**src/sv/kts_div.sv**
```systemverilog
// ----------------------------------------------------------------------------
// kts_div
// restoring divider, one quotient bit per cycle
// ----------------------------------------------------------------------------
module kts_div #(
    parameter int NBITS = 40,
    parameter int DBITS = 25
) (
    input  logic             clk,
    input  logic             rst_n,
    input  logic             start,
    input  logic [NBITS-1:0] num,
    input  logic [DBITS-1:0] den,
    output logic             done,
    output logic [NBITS-1:0] quot
);

    localparam int CW = $clog2(NBITS + 1);

    logic [NBITS-1:0] q_reg, q_next;
    logic [DBITS:0]   r_reg, r_next;
    logic [DBITS-1:0] d_reg, d_next;
    logic [CW-1:0]    cnt_reg, cnt_next;
    logic             busy_reg, busy_next;
    logic [DBITS:0]   trial;

    always_comb
    begin
        q_next    = q_reg;
        r_next    = r_reg;
        d_next    = d_reg;
        cnt_next  = cnt_reg;
        busy_next = busy_reg;
        trial     = {r_reg[DBITS-1:0], q_reg[NBITS-1]};
        if (start)
        begin
            q_next    = num;
            r_next    = '0;
            d_next    = den;
            cnt_next  = CW'(NBITS);
            busy_next = 1'b1;
        end
        else if (busy_reg)
        begin
            if (trial >= {1'b0, d_reg})
            begin
                r_next = trial - {1'b0, d_reg};
                q_next = {q_reg[NBITS-2:0], 1'b1};
            end
            else
            begin
                r_next = trial;
                q_next = {q_reg[NBITS-2:0], 1'b0};
            end
            cnt_next = cnt_reg - 1'b1;
            if (cnt_reg == CW'(1))
            begin
                busy_next = 1'b0;
            end
        end
    end

    always_ff @(posedge clk or negedge rst_n)
    begin
        if (!rst_n)
        begin
            busy_reg <= 1'b0;
            cnt_reg  <= '0;
        end
        else
        begin
            busy_reg <= busy_next;
            cnt_reg  <= cnt_next;
        end
    end

    always_ff @(posedge clk)
    begin
        q_reg <= q_next;
        r_reg <= r_next;
        d_reg <= d_next;
    end

    assign done = busy_reg && (cnt_reg == CW'(1));
    assign quot = q_next;

endmodule

```
**config.mk**
```make
export PLATFORM = sky130hd
export DESIGN_NAME = kts_div
export DESIGN_NICKNAME = d
export VERILOG_FILES = /design/src/sv/kts_div.sv
export SDC_FILE = /design/constraint.sdc
export NUM_CORES = 1
export LEC_CHECK = 0
export BUFFER_PORTS_ARGS = -buffer_cell sky130_fd_sc_hd__buf_2
export CORE_ASPECT_RATIO = 0.5
export CORE_MARGIN = 10
export CORE_UTILIZATION = 50
export CTS_CLUSTER_SIZE = 14
export DETAILED_ROUTE_END_ITERATION = 8
export GPL_TIMING_DRIVEN = 0
export HOLD_SLACK_MARGIN = 0.15
export PLACE_DENSITY = 0.83
export SYNTH_ARGS = -nofsm -noshare
export SYNTH_HDL_FRONTEND = slang
export SYNTH_SLANG_ARGS = --single-unit
```
**constraint.sdc**
```tcl
create_clock -name clk -period 2.4 [get_ports clk]
set_input_delay 0.36 -clock clk [delete_from_list [all_inputs] [get_ports clk]]
set_output_delay 0.36 -clock clk [all_outputs]
set_load 0.03 [all_outputs]
```
# After elaboration in Yosys (flattened, before gate mapping)
# Index checks and enable logic that the tools add are counted.
word_totals:
  elab_cells: 20
  output_inout_bits: 41
  register_bits: 97
  inputBits: 68
op_classes:
  reduce_logical: 2
  order_cmp: 1
  muxes: 9
  addsub: 2
  n_eq_ne: 1
op_table:
  columns: ["op", "n"]
  rows:
  - ["40-bit 2-to-1 mux", 2]
  - ["26-bit by 25-bit >= comparator with 1-bit output", 1]
  - ["25-bit 2-to-1 mux", 1]
  - ["25-bit subtractor", 1]
  - ["6-bit 2-to-1 mux", 2]
  - ["6-bit by 1-bit == test with 1-bit output (second input constant)", 1]
  - ["6-bit by 1-bit subtractor with 6-bit output (second input constant)", 1]
  - ["1-bit 2-to-1 mux", 4]
  - ["2-bit nonzero test", 1]
  - ["1-bit logical AND", 1]

# Logic depth before layout (Yosys ltp)
# Gate-level depths: netlist of the first run.
logic_depth:
  ltp_word: 4
  depth_mapped: 13
  ltp_nobuf: 12

# Least setup slack after synthesis of the first run
# Ideal clock, no wire load.
synth_timing:
  path_type: "reg2out"
  start: "register d_reg[14]"
  end: "output quot[0]"
  path_buffers: 2
  required_ns: 2.040
  path_slack_ns: -0.644
  arrival_time_ns: 2.684
  stages_incl_launch_ff: 11
  path_cell_list: "edfxtp_1 inv_1 ha_1 clkbuf_1 nand4_1 nor4b_1 o21ai_1 nand2_2 clkbuf_1 mux2i_1 o21ai_0"
synth_via:
  elab_chain_len: 4
synth_lines:
  columns: ["element", "line_no", "rtl"]
  rows:
  - ["start: declaration", "22", "logic [DBITS-1:0] d_reg, d_next;"]
  - ["start signal: assignment", "81", "d_reg <= d_next;"]
  - ["26-bit by 25-bit >= comparator with 1-bit output", "45", "if (trial >= {1'b0, d_reg})"]
  - ["1-bit 2-to-1 mux", "45", null]
  - ["40-bit 2-to-1 mux", "43", "else if (busy_reg)"]
  - ["40-bit 2-to-1 mux", "35", "if (start)"]
  - ["end: declaration", "15", "output logic [NBITS-1:0] quot"]
# Every way passes these cells.

# Worst setup path in the final report of the first run
layout_timing:
  start: "register q_reg[39]"
  end: "output quot[0]"
layout_via:
  elab_chain_len: 4
layout_lines:
  columns: ["element", "line_no", "rtl"]
  rows:
  - ["start: declaration", "20", "logic [NBITS-1:0] q_reg, q_next;"]
  - ["start signal: assignment", "79", "q_reg <= q_next;"]
  - ["26-bit by 25-bit >= comparator with 1-bit output", "45", null]
  - ["1-bit 2-to-1 mux", "45", null]
  - ["40-bit 2-to-1 mux", "43", null]
  - ["40-bit 2-to-1 mux", "35", null]
# Every way passes these cells.

==> results of run 1 <==
-- worst max-delay path, cell delays in order, from the launching register on --
cell                        delay (ps)
sky130_fd_sc_hd__dfxtp_4           360
sky130_fd_sc_hd__inv_4              50
sky130_fd_sc_hd__ha_4              120
sky130_fd_sc_hd__inv_2              30
sky130_fd_sc_hd__fa_2              380
sky130_fd_sc_hd__a211oi_4          260
sky130_fd_sc_hd__o21ai_2           120
sky130_fd_sc_hd__a21o_1            200
sky130_fd_sc_hd__o21ai_2           160
sky130_fd_sc_hd__nand2_2           110
sky130_fd_sc_hd__clkbuf_16         180
sky130_fd_sc_hd__mux2i_4           130
sky130_fd_sc_hd__o21ai_2            80
sky130_fd_sc_hd__buf_6             140
-- routing by layer --
metal | track usage, % | wire [um]
met1 | 23.5 | 6610
met2 | 31.0 | 7100
met3 | 7.64 | 1970
met4 | 5.74 | 459
met5 | 0 | 0
-- report_power, final --
group	switching (mW)	leakage, nW	internal (mW)
Clock	0.655	0.142	0.729
Combinational	1.96	2.29	1.72
Sequential	0.209	0.864	1.96
Total	2.83	3.29	4.41
-- through the flow --
step	utilization [%]	worst slack (ps)	cell area (um2)	total power, mW	TNS (ps)
after global routing	66.0	-705	6850	7.56	-10750
after floorplan	-	-101	5440	4.25	-178
after global placement	59.3	-618	6150	4.85	-15190
after CTS	64.4	-743	6680	6.82	-11420
after detailed placement	59.3	-752	6150	4.93	-22740
final	66.0	-626	6850	7.23	-8900
-- synthesized netlist by cell type, drive strengths merged (7+ instances only) --
cell    instances  area [um2]
nand2          82         310
dfxtp          65        1300
o21ai          60         308
mux2i          53         531
inv            39         146
nor2           39         154
a21oi          31         155
clkbuf         27         101
ha             27         338
edfxtp         25         751
a211oi         17         133
xnor2          17         149
a21o           13        97.6
buf             8        40.0
dfrtp           7         175
nand3           7        35.0
o211ai          7        52.6
-- kinds of logic after synthesis --
group | share of synthesized area, %
xor+xnor | 3.41
fa+ha+maj | 6.63
mux | 10.3
buf+inv | 5.33
simple gates | 13.4
flops | 41.3
compound gates | 19.7
-- what timing repair did --
item                                    CTS  global route
gates cloned                              2             1
setup buffers                             8             5
pin swaps                                32            24
endpoints found under the setup margin   66            47
resized for setup                        37            36
hold buffers                              1             0
endpoints found under the hold margin     7             0
-- cell type report --
class	instances	area, um2	share of cell area [%]
Clock inverter	6	62.6	0.913
Buffer	29	193	2.81
Inverter	39	149	2.17
Timing Repair Buffer	123	751	11.0
Tap cell	140	175	2.56
Multi-Input combinational cell	429	3060	44.7
Clock buffer	10	229	3.34
Sequential cell	97	2230	32.6
-- final timing paths --
kind / to / cells past startpoint
hold reg to reg: r_reg[8] / 2
hold / removal: d_reg[7] / 1
setup / recovery: quot[0] / 13
max in group asynchronous: busy_reg / 2
setup reg to reg: r_reg[20] / 13
min in group asynchronous: cnt_reg[5] / 2
==> impl_metrics.py, run 1 <==
metrics = {
    "outcome": {
        "outcome": "finished with violations",
        "failed_checks": "negative setup slack",
    },
    "die": {
        "dieHeight_um": 93.5,
        "die_width_um": 167,
        "die_area_um2": 15600,
        "start_util_pct": 52.0,
        "core_region_um2": 10400,
        "floorplan.io_pins": 109,
        "core.rowCount": 26,
    },
    "global_routing": {
        "wire_length_of_the_first_global_routing_pass_um": 25100,
        "grt.overflow.total": 0,
        "grt_pass1_vias": 5092,
        "grt_start_max_net_pins": 27,
        "track_usage_pct": 19.3,
        "initial_antenna_violation_count": 1,
    },
    "cts": {
        "cts-buffers-inserted": 9,
        "cts_root_buf": "sky130_fd_sc_hd__clkbuf_16",
        "clockBufferDepth": 2,
        "htree_levels": 3,
        "clock_sinks": 97,
        "tritoncts": "yes",
        "clock_latency_ps": 340,
        "clk_transition_reported_paths_ps": 70,
    },
    "power_and_ir_drop": {
        "power.density_nw_per_um2": 1060,
        "ir_worst_vdd_mv": 0.573,
        "power.static_leakage_nw": 3.29,
    },
    "finish": {
        "final_layout_size_suffix_gt1_share_pct": 27.3,
        "count_of_antenna_diodes_in_the_layout": 0,
        "number_of_flip_flops_in_the_largest_register": 40,
        "fill_cells": 772,
        "area_growth_pct": 27.0,
        "instances_no_fill": 873,
        "final_net_count": 824,
        "layout_common_cells": "110 x sky130_fd_sc_hd__buf_2, 80 x sky130_fd_sc_hd__nand2_1, 64 x sky130_fd_sc_hd__dfxtp_1",
        "leading_cell_type_in_the_layout_fill_and_taps_excluded": "sky130_fd_sc_hd__buf_2",
    },
    "timing": {
        "rsz0062_at_grt": "true",
        "fin_crit_ps": 3030,
        "setup_slack_ps": -626,
        "worst-slew-pin-transition_ps": 709,
        "max_clock_freq_mhz": 330,
        "final_max_slew_viol_count": 0,
        "finalHoldViolations": 0,
        "relSlewSlack_pct": 52.7,
        "fin_worst_skew_ps": 8.83,
        "timing.hold.ws_ps": 187,
        "report.final.setup_viol": 26,
        "min_period_over_period_pct": 126,
    },
    "critical_path": {
        "crit_required_ps": 2040,
        "critPathLaunchType": "register",
        "critPathArrivalTime_ps": 2670,
        "timing_worst_setup_path_type": "reg -> out",
        "worst_setup_path_end_kind": "output port",
        "timing.reg2reg.setup_slack_ps": -590,
        "timing.rr.start": "q_reg[39]",
        "worst_setup_path_startpoint": "q_reg[39]",
        "worstPathMaxFanout": 3,
    },
    "detailed_routing": {
        "number_of_vias_in_the_routed_layout": 5139,
        "detail-route-antenna-nets": 0,
        "route.detailed.wl_per_inst_um": 18.5,
        "drt-total-wl_um": 16100,
        "drt_pre_antenna_iters": 5,
        "drt-vias-per-instance": 5.89,
        "drc_errors": 0,
        "drt_iter0_drc": 480,
    },
    "synth": {
        "post_synth_num_cell_types": 60,
        "syn_area_um2": 5400,
        "mappedNetlistNets": 696,
        "synth_top_flop_cell": "sky130_fd_sc_hd__dfxtp_1",
        "syn_inst": 600,
        "yosys_warnings": 0,
        "synth-seq-area-share_pct": 41.3,
        "synth_seq_cells": 97,
        "post_synthesis_area_per_instance_um2": 8.99,
        "async_set_or_reset_register_ratio_after_synthesis_pct": 7.22,
        "number_of_enable_type_register_cells_in_the_synthesized_netlist": 25,
    },
    "job": {
        "drv_cap": 0,
    },
    "placed_design": {
        "placed_cells": 848,
        "sum_of_net_half_perimeters_after_detailed_placement_um": 11400,
        "port_buffers": 108,
        "globalplace.congestion": 0.993,
    },
    "worst_hold_path": {
        "min_path_type": "in -> reg",
        "min-delay-start": "den[7]",
    },
}
(Power assumes the default switching activity.)
==> run 2: changes to the inputs <==
RECOVER_POWER = 25   (was default)
==> run 2 against run 1 <==
  * The flow still finishes with violations (negative setup slack)
  * Count of clock-buffer cells in the layout did not move
  * Via count about the same
  * Final area barely moved
  * Combinational power is essentially flat
  * Flip-flop and latch count is the same
  * Setup slack about the same
  * Final cell count did not move
  * Register-to-register slack about the same
  * First-iteration DRC count unchanged
  * Largest power group unchanged
  * Highest routed layer unchanged
==> impl_metrics.py, run 2 (synthesized netlist as in run 1, its figures left out) <==
metrics = {
    "timing": {
        "report.final.setup_viol": 26,
        "final_max_slew_viol_count": 0,
        "max_clock_freq_mhz": 330,
        "setup_slack_ps": -626,
        "fin_worst_skew_ps": 8.85,
        "fin_crit_ps": 3030,
        "timing.hold.ws_ps": 187,
        "setup_total_negative_slack_ps": -8900,
        "min_period_over_period_pct": 126,
        "relSlewSlack_pct": 52.7,
        "rsz0062_at_grt": "true",
        "finalHoldViolations": 0,
        "worst-slew-pin-transition_ps": 709,
    },
    "critical_path": {
        "timing_worst_setup_path_type": "reg -> out",
        "cp-endpoint": "quot[0]",
        "worst_setup_path_startpoint": "q_reg[39]",
        "crit_required_ps": 2040,
        "critPathLaunchType": "register",
        "timing.reg2reg.setup_slack_ps": -590,
        "worst_setup_path_end_kind": "output port",
        "critPathArrivalTime_ps": 2670,
        "r2r.worst_path.cells": 13,
        "timing.rr.start": "q_reg[39]",
        "worstPathMaxFanout": 3,
        "rr_endpoint": "r_reg[20]",
    },
    "finish": {
        "combined_area_of_the_multi_input_logic_cells_um2": 3060,
        "count_of_antenna_diodes_in_the_layout": 0,
        "number_of_flip_flops_in_the_largest_register": 40,
        "area_growth_pct": 26.9,
        "stdcell_area_um2": 6850,
        "final_net_count": 824,
        "final_layout_size_suffix_gt1_share_pct": 27.1,
        "fin_util_pct": 66.0,
        "fill_cells": 773,
        "instances_no_fill": 873,
        "layout_common_cells": "109 x sky130_fd_sc_hd__buf_2, 80 x sky130_fd_sc_hd__nand2_1, 64 x sky130_fd_sc_hd__dfxtp_1",
        "area.sequential_um2": 2230,
        "leading_cell_type_in_the_layout_fill_and_taps_excluded": "sky130_fd_sc_hd__buf_2",
    },
    "cts": {
        "cts-buffers-inserted": 9,
        "clock_latency_ps": 340,
        "cts_root_buf": "sky130_fd_sc_hd__clkbuf_16",
        "htree_levels": 3,
        "clockBufferDepth": 2,
        "clock_sinks": 97,
        "tritoncts": "yes",
        "clk_transition_reported_paths_ps": 70,
    },
    "power_and_ir_drop": {
        "combPwrFrac_pct": 50.9,
        "power_mw": 7.23,
        "p_sw_share_pct": 39.1,
        "power.static_leakage_nw": 3.29,
        "p_int_mw": 4.41,
        "ir_worst_vdd_mv": 0.573,
        "portion_of_total_power_attributed_to_sequential_cells_pct": 30.0,
        "clk_pwr_share_pct": 19.1,
        "power_switching_mw": 2.83,
        "power.density_nw_per_um2": 1060,
    },
    "detailed_routing": {
        "route.detailed.wl_per_inst_um": 18.5,
        "drt_iter0_drc": 480,
        "drc_errors": 0,
        "drt-vias-per-instance": 5.89,
        "drt_pre_antenna_iters": 5,
        "number_of_vias_in_the_routed_layout": 5141,
        "detail-route-antenna-nets": 0,
        "drt-total-wl_um": 16100,
    },
    "global_routing": {
        "grt_start_max_net_pins": 27,
        "grt_pass1_vias": 5092,
        "track_usage_pct": 19.3,
        "wire_length_of_the_first_global_routing_pass_um": 25100,
        "grt.overflow.total": 0,
        "initial_antenna_violation_count": 1,
    },
    "outcome": {
        "failed_checks": "negative setup slack",
        "outcome": "finished with violations",
    },
    "die": {
        "core_region_um2": 10400,
        "start_util_pct": 52.0,
        "die_area_um2": 15600,
        "dieHeight_um": 93.5,
        "die_width_um": 167,
        "floorplan.io_pins": 109,
        "core.rowCount": 26,
    },
    "placed_design": {
        "port_buffers": 108,
        "globalplace.congestion": 0.993,
        "sum_of_net_half_perimeters_after_detailed_placement_um": 11400,
        "preCtsSetupSlack_ps": -752,
        "placed_cells": 848,
        "place_area_um2": 6150,
    },
    "job": {
        "drv_cap": 0,
    },
    "worst_hold_path": {
        "min_path_type": "in -> reg",
    },
}
-- run 2: changes by cell type in the layout (fill, tap and decap cells not counted), sizes merged --
cell,previous run,this run
clkbuf,31,32
buf,128,127
-- run 2: cell type report --
type,count,share of cell area [%]
Buffer,29,2.81
Clock buffer,10,3.34
Clock inverter,6,0.913
Inverter,39,2.17
Multi-Input combinational cell,429,44.7
Sequential cell,97,32.6
Tap cell,140,2.56
Timing Repair Buffer,123,10.9
-- run 2: routing by layer --
metal	vias up	track usage [%]	routed length [um]
met3	64	7.64	1950
met1	2375	23.5	6640
met2	313	31.0	7100
met5	-	0	0
li1	2389	-	-
met4	0	5.74	459
-- run 2: worst max-delay path, stage by stage (launching register included) --
cell and delay (ps):
sky130_fd_sc_hd__dfxtp_4 360, sky130_fd_sc_hd__inv_4 50, sky130_fd_sc_hd__ha_4 120, sky130_fd_sc_hd__inv_2 30, sky130_fd_sc_hd__fa_2 380, sky130_fd_sc_hd__a211oi_4 260
sky130_fd_sc_hd__o21ai_2 120, sky130_fd_sc_hd__a21o_1 200, sky130_fd_sc_hd__o21ai_2 160, sky130_fd_sc_hd__nand2_2 110, sky130_fd_sc_hd__clkbuf_16 180, sky130_fd_sc_hd__mux2i_4 130
sky130_fd_sc_hd__o21ai_2 80, sky130_fd_sc_hd__buf_6 140
-- run 2: power by group through the flow --
stage	sequential (mW)	clock [mW]	combinational [mW]
2_1_floorplan	2.13	0	2.12
3_3_place_gp	2.18	0	2.68
3_5_place_dp	2.19	0	2.75
4_1_cts	2.15	1.39	3.28
5_1_grt	2.20	1.46	3.91
6_report	2.17	1.38	3.68
-- run 2: how the worst min path moves through the flow --
stage	from	end	slack, ps	depth (start not counted)
global placement	rst_n	cnt_reg[4]	200	1
global route	den[1]	d_reg[1]	180	1
CTS	den[13]	d_reg[13]	180	1
floorplan	rst_n	busy_reg	60	0
detailed placement	rst_n	cnt_reg[2]	210	1
finish	den[7]	d_reg[7]	190	1
-- run 2: repair_timing --
item,in CTS,in global routing
pin swaps,32,24
gates resized for setup,37,36
hold endpoints to repair,7,0
buffers inserted,8,5
hold buffers,1,0
gates cloned,2,1
endpoints found under the setup margin,66,47
